File: src/arpg_pkg.sv
package arpg_pkg;

   localparam int MAX_ORDER = 128;
   localparam int IDX_W     = (MAX_ORDER > 1) ? $clog2(MAX_ORDER) : 1;
   localparam int ORDER_W   = $clog2(MAX_ORDER + 1);

   localparam int SAMPLE_W   = 32;
   localparam int COEF_W     = 24;
   localparam int CINDEX_W   = 7;
   localparam int MORDER_W   = 8;
   localparam int PROD_W     = SAMPLE_W + COEF_W;
   localparam int ACC_W      = 64;
   localparam int FRAC_SHIFT = 20;

   localparam logic CMD_LOAD = 1'b0;
   localparam logic CMD_STEP = 1'b1;

   localparam logic CSR_MODEL_ORDER = 1'b0;
   localparam logic CSR_TRANSIENT   = 1'b1;

   localparam logic [MORDER_W-1:0] MODEL_ORDER_RESET = MORDER_W'(1);
   localparam logic [SAMPLE_W-1:0] TRANSIENT_RESET   = SAMPLE_W'(10000);

   typedef logic [IDX_W-1:0]                  idx_type;
   typedef logic signed [COEF_W-1:0]          coef_type;
   typedef logic signed [SAMPLE_W-1:0]        sample_type;

   typedef struct packed {
      logic       coef_we;
      idx_type    coef_waddr;
      coef_type   coef_wdata;
      logic       rd_en;
      idx_type    coef_raddr;
      idx_type    hist_raddr;
      logic       hist_we;
      idx_type    hist_waddr;
      sample_type hist_wdata;
   } mem_ctrl_type;

   typedef struct packed {
      logic fire;
      logic emit;
   } done_type;

endpackage

File: src/arpg_mac.sv
module arpg_mac (
   input  logic                 clock,
   input  logic                 reset,
   input  logic                 init,
   input  arpg_pkg::sample_type noise,
   input  logic                 rd_vld,
   input  arpg_pkg::coef_type   coef,
   input  arpg_pkg::sample_type sample,
   output logic                 prod_vld,
   output arpg_pkg::sample_type round_value
);

   localparam logic signed [arpg_pkg::ACC_W-1:0] HALF_LSB =
      arpg_pkg::ACC_W'(1) <<< (arpg_pkg::FRAC_SHIFT - 1);
   localparam logic signed [arpg_pkg::ACC_W-1:0] SAT_HI =
      (arpg_pkg::ACC_W'(1) <<< (arpg_pkg::SAMPLE_W - 1)) - arpg_pkg::ACC_W'(1);
   localparam logic signed [arpg_pkg::ACC_W-1:0] SAT_LO =
      -(arpg_pkg::ACC_W'(1) <<< (arpg_pkg::SAMPLE_W - 1));

   logic signed [arpg_pkg::PROD_W-1:0] prod_ff;
   logic signed [arpg_pkg::PROD_W-1:0] prod_in;
   logic                               prod_vld_ff;
   logic signed [arpg_pkg::ACC_W-1:0]  acc_ff;
   logic signed [arpg_pkg::ACC_W-1:0]  acc_in;
   logic signed [arpg_pkg::ACC_W-1:0]  rnd_sum;
   logic signed [arpg_pkg::ACC_W-1:0]  rnd_q;

   assign prod_in = arpg_pkg::PROD_W'(coef) * arpg_pkg::PROD_W'(sample);

   always_comb begin
      acc_in = acc_ff;
      if (init) begin
         acc_in = arpg_pkg::ACC_W'(noise) <<< arpg_pkg::FRAC_SHIFT;
      end else if (prod_vld_ff) begin
         acc_in = acc_ff + arpg_pkg::ACC_W'(prod_ff);
      end
   end

   always_ff @(posedge clock) begin
      if (rd_vld) begin
         prod_ff <= prod_in;
      end
      acc_ff <= acc_in;
   end

   always_ff @(posedge clock) begin
      if (reset) begin
         prod_vld_ff <= 1'b0;
      end else begin
         prod_vld_ff <= rd_vld;
      end
   end

   // Round to nearest with ties toward plus infinity, then saturate.
   assign rnd_sum = acc_ff + HALF_LSB;
   assign rnd_q   = rnd_sum >>> arpg_pkg::FRAC_SHIFT;

   always_comb begin
      if (rnd_q > SAT_HI) begin
         round_value = SAT_HI[arpg_pkg::SAMPLE_W-1:0];
      end else if (rnd_q < SAT_LO) begin
         round_value = SAT_LO[arpg_pkg::SAMPLE_W-1:0];
      end else begin
         round_value = rnd_q[arpg_pkg::SAMPLE_W-1:0];
      end
   end

   assign prod_vld = prod_vld_ff;

endmodule

File: config.mk
export PLATFORM = sky130hd
export DESIGN_NAME = arpg_mac
export DESIGN_NICKNAME = d
export VERILOG_FILES = /design/src/arpg_pkg.sv /design/src/arpg_mac.sv
export SDC_FILE = /design/constraint.sdc
export NUM_CORES = 2
export LEC_CHECK = 0
export BUFFER_PORTS_ARGS = -buffer_cell sky130_fd_sc_hd__buf_2
export CORE_MARGIN = 2
export CORE_UTILIZATION = 50
export CTS_CLUSTER_DIAMETER = 30
export CTS_CLUSTER_SIZE = 20
export DETAILED_ROUTE_END_ITERATION = 12
export GPL_ROUTABILITY_DRIVEN = 1
export HOLD_SLACK_MARGIN = 0.15
export PLACE_DENSITY = 0.76
export SYNTH_ARGS = -nofsm -noshare
export SYNTH_HDL_FRONTEND = slang
export SYNTH_SLANG_ARGS = --single-unit
File: constraint.sdc
create_clock -name clock -period 7.93 [get_ports clock]
set_clock_uncertainty 0.2 [all_clocks]
set_input_delay 1.586 -clock clock [delete_from_list [all_inputs] [get_ports clock]]
set_output_delay 1.586 -clock clock [all_outputs]
set_load 0.005 [all_outputs]
# Word-level counts from Yosys, hierarchy flattened
# Cells that the tools add are included.
# classes
n_addsub,2
mul,1
magnitude_cmp,2
muxes,4
reduce_logical,1
# op_table
op,n
two-way mux 64 bit,2
"adder 64 x 21 -> 64 bit, second input constant",1
adder 64 x 56 -> 64 bit,1
two-way mux 32 bit,2
multiplier 24 x 32 -> 56 bit,1
"> comparator 44 x 32 -> 1 bit, second input constant",1
"< comparator 44 x 32 -> 1 bit, second input constant",1
nonzero test 2 bit,1
# word_totals
reg_bits,121
output_inout_bits,33
elab_cells,14

# Logic depth before layout (Yosys ltp)
# logic_depth
ltp_word,4
ltp_mapped,27
ltp_nobuf,26

# Least setup slack after synthesis
# Ideal clock, no wire load.
# synth_path
path_type,input-to-reg
from,in sample[31]
to,reg prod_ff[54] in the netlist's numbering (data pin)
arrival_time_ps,7909
t_required_ps,7471
setup_slack_ps,-438
stages,23
path_cell_list,clkbuf_1 -> nand2_1 -> inv_1 -> fa_1 -> fa_1 -> inv_1 -> fa_1 -> inv_1 -> fa_1 -> fa_1 -> fa_1 -> fa_1 -> ha_1 -> clkbuf_1 -> nor2b_1 -> o21ai_0 -> nand2b_1 -> a21o_1 -> a21o_1 -> a21o_1 -> a21o_1 -> a41oi_1 -> xnor2_1
# synth_between
elab_chain_len,1
# synth_rtl
element,line_no,source
"start, declared",arpg_mac.sv:8,"input arpg_pkg::sample_type sample,"
multiplier 24 x 32 -> 56 bit,arpg_mac.sv:28,assign prod_in = arpg_pkg::PROD_W'(coef) * arpg_pkg::PROD_W'(sample);
"named net prod_in, one bit",arpg_mac.sv:21,logic signed [arpg_pkg::PROD_W-1:0] prod_in;
"end signal, assigned",arpg_mac.sv:41,prod_ff <= prod_in;
"end, declared",arpg_mac.sv:20,logic signed [arpg_pkg::PROD_W-1:0] prod_ff;
# The timed path passes the listed nets, and every way through them passes these cells.
# A chain may end at the register's enable or synchronous reset.

# Worst setup path in the final report
# layout_path
from,in coef[5]
to,reg prod_ff[54] in the netlist's numbering (data pin)
# layout_between
elab_chain_len,1
# layout_rtl
element,line_no,source
"start, declared",arpg_mac.sv:7,"input arpg_pkg::coef_type coef,"
multiplier 24 x 32 -> 56 bit,arpg_mac.sv:28,
"named net prod_in, one bit",arpg_mac.sv:21,
# The timed path passes the listed nets, and every way through them passes these cells.

==> metrics.yaml <==
status:
  status: "finished, final reports clean"
sta:
  tightest_slew_ns: 0.845
  fmax_mhz: 126
  fin_tns_setup_ns: 0
  rsz0062_at_grt: "true"
  finalMaxSlewViolations: 0
  hold_violations: 0
  slew-limit-headroom_pct: 43.6
  period_minus_slack_ns: 7.92
  period_share_pct: 99.9
  setup_violations: 0
clock_tree:
  clk_path_buf_depth: 2
  numCtsBuffers: 17
  htree_levels: 4
  holdBufCountCts: 0
  clk_latency_ns: 0.43
  cts_tree: "done"
  clock-sinks: 121
  clk_pin_slew_ns: 0.06
  cts-root-buf: "clkbuf_16"
logic_synthesis:
  syn_nets: 5019
  synth_edf_count: 100
  synth_ff_type: "edfxtp_1"
  synth_top_cell_by_area: "fa_1"
  ys_types: 83
  ys_seq_area_share_pct: 9.50
  yosys_warnings: 0
  ys_ff_latch: 121
  async_flop_share_pct: 0
  netlist_instances: 3929
  avgSynthCellArea_um2: 9.17
  yosysTopAreaCellShare_pct: 43.6
  synthTopCellsByArea: "fa_1 44%, inv_1 8.4%, edfxtp_1 8.3%"
  synth.cell_area_um2: 36000
detailed_routing:
  drt-total-wl_mm: 89.8
  wl_per_cell_um: 17.3
  dr.pass1.iters: 6
  ant_nets: 0
  routed_via_density: 5.30
  num_vias: 27500
  first_iter_violations: 2092
  drc: 0
final_layout:
  diodes: 0
  final_cell_mix: "792 x inv_1, 762 x fa_1, 501 x nand2_1"
  drive_above_1_share_pct: 15.4
  nets: 5307
  syn_to_final_growth_pct: 14.6
  stdcell_count: 5180
  layout_commonest_cell: "inv_1"
global_routing:
  grt_usage_pct: 24.6
  grt_pass1_vias: 28800
  grt_antenna_before_repair: 1
  grt_max_degree: 58
  gr-total-overflow: 0
  grt_pass1_wl_mm: 148
hold_path:
  min_path_cells: 2
  min_from: "acc_ff[5]$_SDFFE_PP0P_"
  hp-class: "reg -> reg"
critical_path:
  path_class: "in -> reg"
  required_ns: 7.90
  slowest_delay_ns: 0.59
  cp_data_arrival_time_ns: 7.89
  path_buf_inv: 6
  r2r_cells: 13
  path_common_cell: "fa_1"
  worstSetupEndpointType: "flip-flop"
  cp-startpoint: "coef[5]"
  reg2reg_from: "prod_ff[0]$_DFFE_PP_"
  crit_path_top_delay_cell: "fa_1"
  cp.depth: 25
  cp_top_family: "adder cells"
  crit_path_start_kind: "input pin"
  crit_fanout: 8
floorplan:
  row_count: 98
  dieArea_um2: 74200
  fp.dieW_um: 272
  start_util_pct: 50.5
  die-height_um: 272
  core_um2: 71400
  num_io_pins: 125
place:
  routabilityCongestion: 0.940
  hpwlAfterDp_mm: 77.0
  dp.cells: 5137
  portBuffers: 124
run:
  cap_violations: 0
## cells by family after synthesis
group / count (synthesis) / share of synthesized area (%)
AO/OA/AOI/OAI: 471 / 8.45
XOR/XNOR: 151 / 3.69
adder cells (fa/ha/maj): 998 / 51.0
buffers and inverters: 997 / 10.6
flip-flops: 121 / 9.50
multiplexers: 16 / 0.462
AND/OR/NAND/NOR: 1175 / 16.3
## layout make-up
type,count,area [µm²]
fill,5982,30100
multi-input combinational,2811,29300
timing repair buffer,460,3760
sequential,121,3420
inverter,806,3030
tap,950,1190
clock buffer,25,475
clock inverter,7,118
## metrics by stage
| stage | hold WS [ns] | cell area (µm²) | util [%] | setup WS (ns) |
|---|---|---|---|---|
| finish | 0.273 | 41300 | 57.8 | 0.00928 |
| global route | 0.296 | 41300 | 57.8 | -0.212 |
| CTS | 0.277 | 40500 | 56.8 | -0.00200 |
| detailed placement | 0.262 | 39900 | 55.9 | -0.681 |
| global placement | 0.240 | 39900 | 55.9 | -0.527 |
| floorplan | 0.229 | 36200 | - | -0.000661 |
## synth_stat cells, types with 34 or more instances
cell type,n
inv_1,805
fa_1,784
nand2_1,504
and2_1,369
ha_1,214
clkbuf_1,176
a21oi_1,131
nor2_1,110
edfxtp_1,100
xnor2_1,92
o21ai_0,90
a21o_1,73
xor2_1,58
nand3_1,36
nand4_1,34
## registers in the layout, summed over array words and instances (netlist names)
name	cells
prod_vld	1
prod_ff	56
acc_ff	64
## per-layer routing
layer  global-route usage [%]  wire, µm  up-vias
met1                     35.7     39500    13600
met5                        0         7        -
met3                     3.99      7530      118
li1                         -         -    12600
met4                     5.42      2090        2
met2                     39.1     40600     1123
## path summary, 6_finish.rpt
path                                               end  slack, ns
worst max register to register    acc_ff[60]$_DFFE_PP_       4.06
worst min register to register  acc_ff[5]$_SDFFE_PP0P_       0.27
worst max-delay path             prod_ff[54]$_DFFE_PP_      0.009
worst min-delay path            acc_ff[5]$_SDFFE_PP0P_       0.27
## worst register-to-register path, stage by stage (launching register included)
cell and delay [ns]:
edfxtp_1 0.33, ha_1 0.19, inv_1 0.07, fa_1 0.41, nor2b_1 0.21, o31ai_2 0.11, a21oi_1 0.33, a211o_1 0.32
o221ai_1 0.24, o211ai_1 0.22, a41oi_1 0.27, o31ai_1 0.36, mux2i_1 0.23, o311ai_1 0.11
## repair_timing
action / in CTS / in global routing
resized for setup: 16 / 192
gates cloned: 0 / 4
setup endpoints to repair: 12 / 27
pin swaps: 1 / 63
setup buffers: 1 / 6
Power is left out: the tool's default activity adds up to more than one toggle a clock period on the data nets, which glitch-free logic cannot reach.
