`config.mk`:
```
export PLATFORM = sky130hd
export DESIGN_NAME = arpg_seq
export DESIGN_NICKNAME = d
export VERILOG_FILES = /design/src/arpg_pkg.sv /design/src/arpg_seq.sv
export SDC_FILE = /design/constraint.sdc
export NUM_CORES = 1
export LEC_CHECK = 0
export BUFFER_PORTS_ARGS = -buffer_cell sky130_fd_sc_hd__buf_2
export CORE_MARGIN = 2
export CORE_UTILIZATION = 30
export DETAILED_ROUTE_END_ITERATION = 12
export GPL_TIMING_DRIVEN = 0
export PLACE_DENSITY = 0.6
export SYNTH_ARGS = -nofsm -noshare
export SYNTH_HDL_FRONTEND = slang
export SYNTH_SLANG_ARGS = --single-unit
```
`constraint.sdc`:
```
create_clock -name clock -period 4.6 [get_ports clock]
set_input_delay 1.15 -clock clock [delete_from_list [all_inputs] [get_ports clock]]
set_output_delay 1.15 -clock clock [all_outputs]
set_load 0.03 [all_outputs]
```
`src/arpg_pkg.sv`:
```
package arpg_pkg;

   localparam int MAX_ORDER = 128;
   localparam int IDX_W     = (MAX_ORDER > 1) ? $clog2(MAX_ORDER) : 1;
   localparam int ORDER_W   = $clog2(MAX_ORDER + 1);

   localparam int SAMPLE_W   = 32;
   localparam int COEF_W     = 24;
   localparam int CINDEX_W   = 7;
   localparam int MORDER_W   = 8;
   localparam int PROD_W     = SAMPLE_W + COEF_W;
   localparam int ACC_W      = 64;
   localparam int FRAC_SHIFT = 20;

   localparam logic CMD_LOAD = 1'b0;
   localparam logic CMD_STEP = 1'b1;

   localparam logic CSR_MODEL_ORDER = 1'b0;
   localparam logic CSR_TRANSIENT   = 1'b1;

   localparam logic [MORDER_W-1:0] MODEL_ORDER_RESET = MORDER_W'(1);
   localparam logic [SAMPLE_W-1:0] TRANSIENT_RESET   = SAMPLE_W'(10000);

   typedef logic [IDX_W-1:0]                  idx_type;
   typedef logic signed [COEF_W-1:0]          coef_type;
   typedef logic signed [SAMPLE_W-1:0]        sample_type;

   typedef struct packed {
      logic       coef_we;
      idx_type    coef_waddr;
      coef_type   coef_wdata;
      logic       rd_en;
      idx_type    coef_raddr;
      idx_type    hist_raddr;
      logic       hist_we;
      idx_type    hist_waddr;
      sample_type hist_wdata;
   } mem_ctrl_type;

   typedef struct packed {
      logic fire;
      logic emit;
   } done_type;

endpackage

```
`src/arpg_seq.sv`:
```
module arpg_seq (
   input  logic                              clock,
   input  logic                              reset,
   input  logic                              req_valid,
   output logic                              req_stall,
   input  logic                              req_cmd,
   input  logic [arpg_pkg::CINDEX_W-1:0]     req_coef_index,
   input  arpg_pkg::coef_type                req_coef_value,
   input  logic [arpg_pkg::MORDER_W-1:0]     model_order,
   input  logic [arpg_pkg::SAMPLE_W-1:0]     transient_steps,
   input  logic                              rd_vld,
   input  logic                              prod_vld,
   input  logic                              rsp_free,
   input  arpg_pkg::sample_type              round_value,
   output arpg_pkg::mem_ctrl_type            mem_ctrl,
   output logic                              mac_init,
   output arpg_pkg::done_type                done
);

   typedef enum logic [3:0] {
      ST_IDLE   = 4'b0001,
      ST_ISSUE  = 4'b0010,
      ST_DRAIN  = 4'b0100,
      ST_FINISH = 4'b1000
   } seq_state_type;

   seq_state_type                   state_ff, state_in;
   arpg_pkg::idx_type               ring_pos_ff, ring_pos_in;
   arpg_pkg::idx_type               pos_ff, pos_in;
   arpg_pkg::idx_type               last_ff, last_in;
   arpg_pkg::idx_type               tap_cnt_ff, tap_cnt_in;
   arpg_pkg::idx_type               hist_idx_ff, hist_idx_in;
   logic [arpg_pkg::SAMPLE_W-1:0]   steps_ff, steps_in;

   logic [arpg_pkg::ORDER_W-1:0]    eff_order;
   arpg_pkg::idx_type               eff_last;
   arpg_pkg::idx_type               start_pos;
   logic                            accept;
   logic                            fire;
   logic                            emit;

   always_comb begin
      if (model_order == '0) begin
         eff_order = arpg_pkg::ORDER_W'(1);
      end else if (32'(model_order) > 32'(arpg_pkg::MAX_ORDER)) begin
         eff_order = arpg_pkg::ORDER_W'(arpg_pkg::MAX_ORDER);
      end else begin
         eff_order = arpg_pkg::ORDER_W'(model_order);
      end
   end

   assign eff_last  = arpg_pkg::IDX_W'(eff_order - arpg_pkg::ORDER_W'(1));
   assign start_pos = (arpg_pkg::ORDER_W'(ring_pos_ff) < eff_order) ? ring_pos_ff : '0;

   assign accept = req_valid && (state_ff == ST_IDLE);
   assign fire   = (state_ff == ST_FINISH) && rsp_free;
   assign emit   = steps_ff >= transient_steps;

   always_comb begin
      state_in    = state_ff;
      ring_pos_in = ring_pos_ff;
      pos_in      = pos_ff;
      last_in     = last_ff;
      tap_cnt_in  = tap_cnt_ff;
      hist_idx_in = hist_idx_ff;
      steps_in    = steps_ff;
      case (state_ff)
         ST_IDLE: begin
            if (accept && (req_cmd == arpg_pkg::CMD_STEP)) begin
               state_in    = ST_ISSUE;
               pos_in      = start_pos;
               last_in     = eff_last;
               tap_cnt_in  = '0;
               hist_idx_in = (start_pos == '0) ? eff_last
                                               : start_pos - arpg_pkg::IDX_W'(1);
            end
         end
         ST_ISSUE: begin
            if (tap_cnt_ff == last_ff) begin
               state_in = ST_DRAIN;
            end else begin
               tap_cnt_in  = tap_cnt_ff + arpg_pkg::IDX_W'(1);
               hist_idx_in = (hist_idx_ff == '0) ? last_ff
                                                 : hist_idx_ff - arpg_pkg::IDX_W'(1);
            end
         end
         ST_DRAIN: begin
            if (!rd_vld && !prod_vld) begin
               state_in = ST_FINISH;
            end
         end
         ST_FINISH: begin
            if (rsp_free) begin
               state_in    = ST_IDLE;
               ring_pos_in = (pos_ff == last_ff) ? '0 : pos_ff + arpg_pkg::IDX_W'(1);
               if (steps_ff != '1) begin
                  steps_in = steps_ff + arpg_pkg::SAMPLE_W'(1);
               end
            end
         end
         default: begin
            state_in = ST_IDLE;
         end
      endcase
   end

   always_ff @(posedge clock) begin
      if (reset) begin
         state_ff    <= ST_IDLE;
         ring_pos_ff <= '0;
         steps_ff    <= '0;
      end else begin
         state_ff    <= state_in;
         ring_pos_ff <= ring_pos_in;
         steps_ff    <= steps_in;
      end
   end

   always_ff @(posedge clock) begin
      pos_ff      <= pos_in;
      last_ff     <= last_in;
      tap_cnt_ff  <= tap_cnt_in;
      hist_idx_ff <= hist_idx_in;
   end

   always_comb begin
      mem_ctrl.coef_we    = accept && (req_cmd == arpg_pkg::CMD_LOAD) &&
                            (32'(req_coef_index) < 32'(arpg_pkg::MAX_ORDER));
      mem_ctrl.coef_waddr = arpg_pkg::IDX_W'(req_coef_index);
      mem_ctrl.coef_wdata = req_coef_value;
      mem_ctrl.rd_en      = (state_ff == ST_ISSUE);
      mem_ctrl.coef_raddr = tap_cnt_ff;
      mem_ctrl.hist_raddr = hist_idx_ff;
      mem_ctrl.hist_we    = fire;
      mem_ctrl.hist_waddr = pos_ff;
      mem_ctrl.hist_wdata = round_value;
   end

   assign mac_init  = accept && (req_cmd == arpg_pkg::CMD_STEP);
   assign req_stall = (state_ff != ST_IDLE);
   assign done.fire = fire;
   assign done.emit = emit;

endmodule

```
Word level (Yosys, flattened, before mapping)
Index checks and enable logic that the tools add are counted.
Widths: inputs -> output; s select.
{"block": "totals", "ff_bits": 71, "inputBits": 110, "out_inout_bits": 91, "elab_cells": 63}
{"block": "classes", "addsub": 6, "magnitude_cmp": 3, "n_eq_ne": 13, "n_mux": 17, "bitwise": 1, "n_reduce_logical": 16}
{"operator": "$mux 7", "n": 8}
{"operator": "$add 32x1->32 const B", "n": 1}
{"operator": "$ge 32x32->1", "n": 1}
{"operator": "$ne 32x32->1 const B", "n": 1}
{"operator": "$pmux 7 s2", "n": 2}
{"operator": "$sub 7x1->7 const B", "n": 3}
{"operator": "$mux 4", "n": 4}
{"operator": "$mux 8", "n": 2}
{"operator": "$pmux 4 s4", "n": 1}
{"operator": "$add 7x1->7 const B", "n": 2}
{"operator": "$eq 7x7->1", "n": 2}
{"operator": "$logic_not 7->1", "n": 2}
{"operator": "$gt 8x8->1 const B", "n": 1}
{"operator": "$logic_not 8->1", "n": 1}
{"operator": "$lt 7x8->1", "n": 1}
{"operator": "$ne 2x2->1 const B", "n": 4}
{"operator": "$reduce_and 3->1", "n": 2}
{"operator": "$logic_and 1x1->1", "n": 5}
{"operator": "$eq 4x1->1 const B", "n": 1}
{"operator": "$eq 4x2->1 const B", "n": 1}
{"operator": "$eq 4x3->1 const B", "n": 1}
{"operator": "$eq 4x4->1 const B", "n": 1}
{"operator": "$ne 4x1->1 const B", "n": 1}
{"operator": "$reduce_and 2->1", "n": 2}
{"operator": "other kinds (5)", "n": 6}

Logic depth before layout (Yosys ltp)
Gate-level depths: netlist of run 1.
{"block": "depth", "word_depth": 9, "depth_mapped": 14, "depth_no_buf": 12}

Worst setup path before layout of run 1
OpenSTA, ideal clock, no wires.
{"block": "synth_path", "path_type": "input port to flip-flop", "start": "input port model_order[7] (netlist bit)", "end": "register hist_idx_ff[0], data pin", "setup_ns": 0.183, "arrival_time_ns": 3.799, "required_ns": 4.417, "slack_ns": 0.618, "path_stages": 14, "n_path_buf": 2, "path_cell_list": "clkbuf_1 > nand2b_1 > ha_1 > a211oi_1 > o31ai_1 > o22ai_1 > clkbuf_1 > nand2_1 > ha_1 > nor2b_1 > nand2b_1 > or3_1 > o211a_1 > a221oi_1"}
{"block": "synth_between", "elab_chain_cells": 9, "word_cells_on_any_way": 12, "cone_classes": "2 x add/sub; 2 x order compare; 6 x mux; 2 x reduce/logical"}
{"element": "start, declared", "line": "arpg_seq.sv:9", "rtl": "input logic [arpg_pkg::MORDER_W-1:0] model_order,"}
{"element": "$gt 8x8->1", "line": "arpg_seq.sv:45", "rtl": "end else if (32'(model_order) > 32'(arpg_pkg::MAX_ORDER)) begin"}
{"element": "$mux 8", "line": "arpg_seq.sv:45"}
{"element": "$mux 8 (*)", "line": "arpg_seq.sv:43", "rtl": "if (model_order == '0) begin"}
{"element": "$lt 7x8->1", "line": "arpg_seq.sv:53", "rtl": "assign start_pos = (arpg_pkg::ORDER_W'(ring_pos_ff) < eff_order) ? ring_pos_ff : '0;"}
{"element": "$mux 7", "line": "arpg_seq.sv:53"}
{"element": "$sub 7x1->7 or $logic_not 7->1 (tied branches)", "line": "arpg_seq.sv:75, arpg_seq.sv:74"}
{"element": "$mux 7 (*)", "line": "arpg_seq.sv:74", "rtl": "hist_idx_in = (start_pos == '0) ? eff_last"}
{"element": "$mux 7 (*)", "line": "arpg_seq.sv:69", "rtl": "if (accept && (req_cmd == arpg_pkg::CMD_STEP)) begin"}
{"element": "$pmux 7 s2 (*)", "line": "arpg_seq.sv:67", "rtl": "case (state_ff)"}
{"element": "net hist_idx_in[0]", "line": "arpg_seq.sv:32", "rtl": "arpg_pkg::idx_type hist_idx_ff, hist_idx_in;"}
{"element": "end signal, assigned", "line": "arpg_seq.sv:123", "rtl": "hist_idx_ff <= hist_idx_in;"}
{"element": "end, declared", "line": "arpg_seq.sv:32"}
Mark *: on every way through the listed nets, which the timed path passes. The rest lies on a longest branch. The select of a mux whose other input is x is not followed.
A chain may end at the register's enable or synchronous reset.

Final worst setup path of run 1
{"block": "layout_path", "start": "input port model_order[7] (netlist bit)", "end": "register hist_idx_ff[3], data pin"}
Same word-level chain as after synthesis.

==> results of run 1 <==
[cells in the final DEF (no fill, tap or decap), types with 18 or more instances in the layout]
master / Yosys / routed
nand3_1: 25 / 25
nor2_1: 26 / 26
buf_2: 1 / 137
or3_1: 18 / 18
nand2_1: 29 / 29
xnor2_1: 21 / 21
ha_1: 44 / 44
inv_1: 51 / 51
edfxtp_1: 28 / 28
o31ai_1: 18 / 18
dfxtp_1: 43 / 43
buf_4: 66 / 66
a21oi_1: 48 / 48
o21ai_0: 22 / 22
[power groups by stage]
stage / clock network, W / logic (W) / registers, W
2_1_floorplan: 0 / 0.000345 / 0.000843
3_3_place_gp: 0 / 0.000539 / 0.000806
3_5_place_dp: 0 / 0.000545 / 0.000806
4_1_cts: 0.000756 / 0.000546 / 0.000793
5_1_grt: 0.000786 / 0.000592 / 0.000802
6_report: 0.000749 / 0.000540 / 0.000792
[critical path, cell delays in order]
cell and delay (ns):
buf_2 0.13, clkbuf_2 0.16, nand2b_1 0.17, ha_1 0.29, a211oi_1 0.09, o31ai_1 0.25, o22ai_1 0.26, clkbuf_2 0.27
nand2_1 0.13, ha_1 0.26, nor2b_2 0.24, nand2b_1 0.08, or3_1 0.33, o211a_1 0.26, a221oi_1 0.34
[repair_timing]
action,CTS,global route
setup buffers,0,0
endpoints found under the setup margin,0,4
resized for setup,0,5
[sequential cells by signal, summed over array words and instances (netlist names)]
register and cells:
hist_idx_ff 7, last_ff 7, pos_ff 7, ring_pos_ff 7, state_ff 4, steps_ff 32, tap_cnt_ff 7
[area by class of cell]
type                    instances  area [um2]  share of cell area (%)
plain buffers                  84         582                    8.60
well taps                     229         287                    4.24
repair buffers                136         681                    10.1
flip-flops and latches         71        1700                    25.2
clock buffers                  10         229                    3.39
inverters                      53         204                    3.02
clock inverters                 6        85.1                    1.26
multi-input cells             423        2990                    44.3
[worst min path at each step]
stage                                          from                         to  slack (ns)  cells after the start
after CTS                 steps_ff[21]$_SDFFE_PP0P_  steps_ff[21]$_SDFFE_PP0P_        0.52                      2
after detailed placement  steps_ff[21]$_SDFFE_PP0P_  steps_ff[21]$_SDFFE_PP0P_        0.51                      2
after global routing      steps_ff[17]$_SDFFE_PP0P_  steps_ff[17]$_SDFFE_PP0P_        0.55                      2
after global placement    steps_ff[21]$_SDFFE_PP0P_  steps_ff[21]$_SDFFE_PP0P_        0.50                      2
final                     steps_ff[13]$_SDFFE_PP0P_  steps_ff[13]$_SDFFE_PP0P_        0.51                      2
after floorplan           steps_ff[21]$_SDFFE_PP0P_  steps_ff[21]$_SDFFE_PP0P_        0.46                      2
[layer usage]
layer	track usage (%)	part of all wire (%)	vias up
li1	-	-	2543
met1	17.6	46	2303
met2	23.0	48	128
met3	1.76	4.5	17
met4	6.22	1.8	0
met5	0	0	-
[stage by stage]
stage / instance area, um2 / setup slack (ns) / total power, W / util [%] / TNS, ns
floorplan: 5480 / 0.618 / 0.00119 / - / 0
global placement: 6440 / -0.0847 / 0.00135 / 35.9 / -0.156
detailed placement: 6440 / -0.158 / 0.00135 / 35.9 / -0.368
CTS: 6760 / 0.202 / 0.00209 / 37.6 / 0
global route: 6760 / 0.0317 / 0.00218 / 37.6 / 0
finish: 6760 / 0.313 / 0.00208 / 37.6 / 0
[cell families (layout without fill, tap and decap cells)]
kind of cell	Yosys count	count (layout)	synth area share (%)
and+or+nand+nor	196	196	20.7
AOI/OAI and AO/OA	143	143	17.3
buffers and inverters	137	289	14.3
DFF	71	71	31.1
adders and majority gates	44	44	10.1
xor gates and xnor gates	36	36	5.76
muxes	4	4	0.777
==> metrics.md, run 1 <==
| Metric | Value |
|---|---|
| Fin nets | 932 |
| Reg2reg end | hist_idx_ff[3]$_DFFE_PP_ |
| Final clock skew | 0.00735 ns |
| Routed vias/inst | 4.93 |
| Final Wtd Congestion | 0.821 |
| Clk sinks | 71 |
| RSZ-0062 raised after global routing | false |
| Inst Count DP | 996 |
| Starting DRT DRC Count | 241 |
| # setup viols final | 0 |
| CTS tree | built |
| Synth Cell Area | 5480 um2 |
| Vias in the first global route | 4558 |
| R2r setup slk | 1.15 ns |
| Psw | 0.000678 W |
| Routed Antenna Nets | 0 |
| RR Startpoint | ring_pos_ff[5]$_SDFFE_PP0P_ |
| Final hold slack | 0.512 ns |
| Syn. warnings | 0 |
| CP required | 4.73 ns |
| CTS Hold Buffers Added | 0 |
| Reg2reg path depth | 12 |
| Crit Path Class | input port to register |
| Worst-Skew Late Latency | 0.34 ns |
| HPWL after DPL | 10.6 mm |
| Vias | 4991 |
| Startpoint Class | input port |
| Layout cells sized above 1 | 30.7% |
| Max Cap Violations | 0 |
| Initial DRT Pass Iterations | 4 |
| Synth cell types | 61 |
| Max Fclk | 233 MHz |
| Area leader, netlist | dfxtp_1 |
| Slew margin rel. | 53.0% |
| Remaining DRCs | 0 |
| Die height | 139 um |
| Fillers | 1858 |
| Longest Clk Path Bufs | 2 |
| CTS root buf | clkbuf_16 |
| Seq pwr share | 38.1% |
| Tot GR Track Use | 13.7% |
| Clock group share of total power | 36.0% |
| P_leak | 3.02 nW |
| Site Rows | 49 |
| Final min period | 4.29 ns |
| Total CTS buffers | 9 |
| CP Launch Point | model_order[7] |
| Status | completed |
| CP Capture Point | hist_idx_ff[3]$_DFFE_PP_ |
| Global-route wire length before repair | 21.8 mm |
| Synth async-reset ratio | 0% |
| Internal power | 0.00140 W |
| Ratio of total power to cell area | 308 nW/um2 |
| Most numerous cell in the Yosys netlist | buf_4 |
| Gr ovfl total | 0 |
| Combinational power share | 26.0% |
| WP data arrival | 4.42 ns |
| WL/cell | 13.4 um |
| CP Capture Type | register |
| Io pins | 201 |
| Largest net degree at the start of global routing | 15 |
| Antenna fix cells | 0 |
| Post-Layout Cell Count | 1012 |
| DIE WIDTH | 139 um |
| Initial antenna violation count | 0 |
| EDFF count, synth | 28 |
| Final Hold Viols | 0 |
| Max VDD drop | 0.193 mV |
| Worst Path Max Fanout | 10 |
| Post-synthesis net count | 785 |
| Synth Flop Type | dfxtp_1 |
| Syn-to-layout area delta | 23.5% |
| Synth Area per Inst | 8.68 um2 |
| Die Footprint | 19400 um2 |
| Ranking of synthesized cells by area | dfxtp_1 16%, edfxtp_1 15%, ha_1 10% |
| Port Buffers | 136 |
| Starting density of the core | 30.5% |
| Worst-path clk slew | 0.06 ns |
| Depth of the CTS H-tree | 3 |
| Sequential element share of the synthesized area | 31.1% |
| Routed WL | 13.5 mm |
| Synth top area share | 15.7% |
| Worst hold path type | register to register |
| Top cells by count, synth | 66 x buf_4, 51 x inv_1, 48 x a21oi_1 |
| Measured slew at the worst slew-check pin | 0.700 ns |
| Flops & latches, synth | 71 |
| Core Area | 18000 um2 |
| Final period utilization | 93.2% |
| Synthesized instance count | 631 |
| Final Max Tran Viols | 0 |
| Sw Ratio | 32.6% |
Power figures use the tool's default switching activity.
==> run 2, diff against run 1 <==
--- a/config.mk
+++ b/config.mk
@@ -7,10 +7,10 @@
 export LEC_CHECK = 0
 export BUFFER_PORTS_ARGS = -buffer_cell sky130_fd_sc_hd__buf_2
 export CORE_MARGIN = 2
-export CORE_UTILIZATION = 30
+export CORE_UTILIZATION = 40
 export DETAILED_ROUTE_END_ITERATION = 12
 export GPL_TIMING_DRIVEN = 0
-export PLACE_DENSITY = 0.6
+export PLACE_DENSITY = 0.74
 export SYNTH_ARGS = -nofsm -noshare
 export SYNTH_HDL_FRONTEND = slang
 export SYNTH_SLANG_ARGS = --single-unit
==> metrics.md, run 2 (synthesis gave the netlist of run 1 again) <==
| Metric | Value |
|---|---|
| Vias | 5072 (+1.6%) |
| Status | completed |
| Slew margin rel. | 54.2% (+1.2 points) |
| Total power draw | 0.00201 W (-3.6%) |
| Final min period | 4.26 ns (-0.0251 ns) |
| Total CTS buffers | 9 (unchanged) |
| Clk sinks | 71 (unchanged) |
| CTS tree | built |
| Commonest non-fill, non-tap cells in the layout | 137 x buf_2, 66 x buf_4, 51 x inv_1, 48 x a21oi_1, 44 x ha_1 |
| Commonest non-fill, non-tap cell in the layout | buf_2 |
| Fin nets | 932 (unchanged) |
| Cell at the slowest stage of the critical path | a211oi_1 |
| P_leak | 3.02 nW (-0.10%) |
| Cell repeated most along the worst path | buf_2 |
| # setup viols final | 0 (unchanged) |
| Largest net degree at the start of global routing | 15 (unchanged) |
| Number of buffers and inverters on the critical path | 3 (unchanged) |
| Starting DRT DRC Count | 331 (+37%) |
| Final hold slack | 0.505 ns (-0.00677 ns) |
| Max VDD drop | 0.158 mV (-18%) |
| Biggest register | steps_ff |
| Final period utilization | 92.7% (-0.55 points) |
| Startpoint Class | input port |
| Routed WL | 13.3 mm (-1.7%) |
| Remaining DRCs | 0 (unchanged) |
| Longest Clk Path Bufs | 2 (unchanged) |
| Die height | 121 um (-13%) |
| Global-route wire length before repair | 21.5 mm (-1.4%) |
| Final Max Tran Viols | 0 (unchanged) |
| RSZ-0062 raised after global routing | false |
| Measured slew at the worst slew-check pin | 0.682 ns (-0.0181 ns) |
| CP required | 3.45 ns (-1.28 ns) |
| Worst-path clk slew | 0.06 ns (about the same) |
| Worst hold path type | register to register |
| Io pins | 201 (unchanged) |
| Ratio of total power to cell area | 301 nW/um2 (-2.3%) |
| Gr ovfl total | 0 (unchanged) |
| Initial DRT Pass Iterations | 5 (+1) |
| Final clock skew | 0.00746 ns (+0.000104 ns) |
| Final Hold Viols | 0 (unchanged) |
| Post-layout util | 50.2% (+13 points) |
| Crit-path leading delay family | compound AO/OA/AOI/OAI gates |
| Max Fclk | 235 MHz (+0.59%) |
| Syn-to-layout area delta | 21.8% |
| Worst Path Max Fanout | 1 (-9) |
| Die Footprint | 14600 um2 (-24%) |
| Crit Path Class | input port to output port |
| Critical Path, Cell by Cell | buf_2 > ha_1 > nand2b_1 > a21o_1 > a211o_1 > a211oi_1 > o311ai_0 > buf_4 > buf_2 |
| Routed vias/inst | 5.29 (+7.2%) |
| CP peak stage delay | 0.43 ns (+0.09 ns) |
| Max FFs per register | 32 (unchanged) |
| Port Buffers | 136 (unchanged) |
| Inst Count DP | 943 (-5.3%) |
| CTS Hold Buffers Added | 0 (unchanged) |
| DIE WIDTH | 121 um (-13%) |
| Post-route setup TNS | 0 ns (unchanged) |
| Max Cap Violations | 0 (unchanged) |
| CTS root buf | clkbuf_16 |
| Tot GR Track Use | 18.1% (+4.4 points) |
| Layout cells sized above 1 | 30.7% (unchanged) |
| Core Area | 13300 um2 (-26%) |
| Post-Layout Cell Count | 959 (-5.2%) |
| Vias in the first global route | 4578 (+0.44%) |
| Antenna fix cells | 0 (unchanged) |
| Depth of the CTS H-tree | 3 (unchanged) |
| Initial antenna violation count | 0 (unchanged) |
| Starting density of the core | 41.2% (+11 points) |
| WL/cell | 13.9 um (+3.7%) |
| CP Capture Type | output port |
| WP data arrival | 3.11 ns (-1.31 ns) |
| HPWL after DPL | 10.4 mm (-2.0%) |
| Worst-Skew Late Latency | 0.34 ns (about the same) |
| Site Rows | 42 (-14%) |
| Final Wtd Congestion | 0.894 (+8.9%) |
| Routed Antenna Nets | 0 (unchanged) |
-- run 2: power by group --
group / internal (W) / switching (W) / total, W / leakage [nW]
sequential: 0.000724 / 0.0000700 / 0.000794 / 0.607
combinational: 0.000207 / 0.000336 / 0.000543 / 2.27
clock: 0.000396 / 0.000273 / 0.000669 / 0.142
total: 0.00133 / 0.000679 / 0.00201 / 3.02
-- run 2: path summary, 6_finish.rpt --
check,startpoint,end,slack [ns],cells after the start
worst min register to register,steps_ff[13]$_SDFFE_PP0P_,steps_ff[13]$_SDFFE_PP0P_,0.51,2
worst max-delay path,transient_steps[0],done[0],0.34,9
worst min-delay path,steps_ff[13]$_SDFFE_PP0P_,steps_ff[13]$_SDFFE_PP0P_,0.51,2
worst max register to register,ring_pos_ff[5]$_SDFFE_PP0P_,hist_idx_ff[0]$_DFFE_PP_,1.19,12
-- run 2: tightest hold or removal path: cells and delay by family (launching register included) --
family | cells | cell delay (ns)
DFF | 1 | 0.33
AOI/OAI and AO/OA | 2 | 0.13
-- run 2: metal layers --
layer | vias up | wire (um) | GRT usage [%]
met5 | - | 0 | 0
li1 | 2543 | - | -
met4 | 0 | 206 | 5.67
met2 | 142 | 6570 | 31.0
met1 | 2369 | 5790 | 23.0
met3 | 18 | 723 | 3.24
-- run 2: layout make-up --
type                            count  area [um2]
Fill cell                        1290        6620
Multi-Input combinational cell    423        3000
Sequential cell                    71        1700
Timing Repair Buffer              136         681
Buffer                             84         582
Clock buffer                       11         254
Tap cell                          176         220
Inverter                           53         204
Clock inverter                      5        31.3
-- run 2: through the flow --
stage,worst slack [ns],cell area [um2]
finish,0.338,6670
CTS,0.301,6660
global route,0.0164,6670
global placement,0.0143,6380
floorplan,0.618,5480
detailed placement,-0.0381,6380
-- run 2: repair_timing --
action | 4_1_cts | 5_1_grt
buffers inserted | 0 | 0
setup endpoints to repair | 0 | 3
resized for setup | 0 | 5
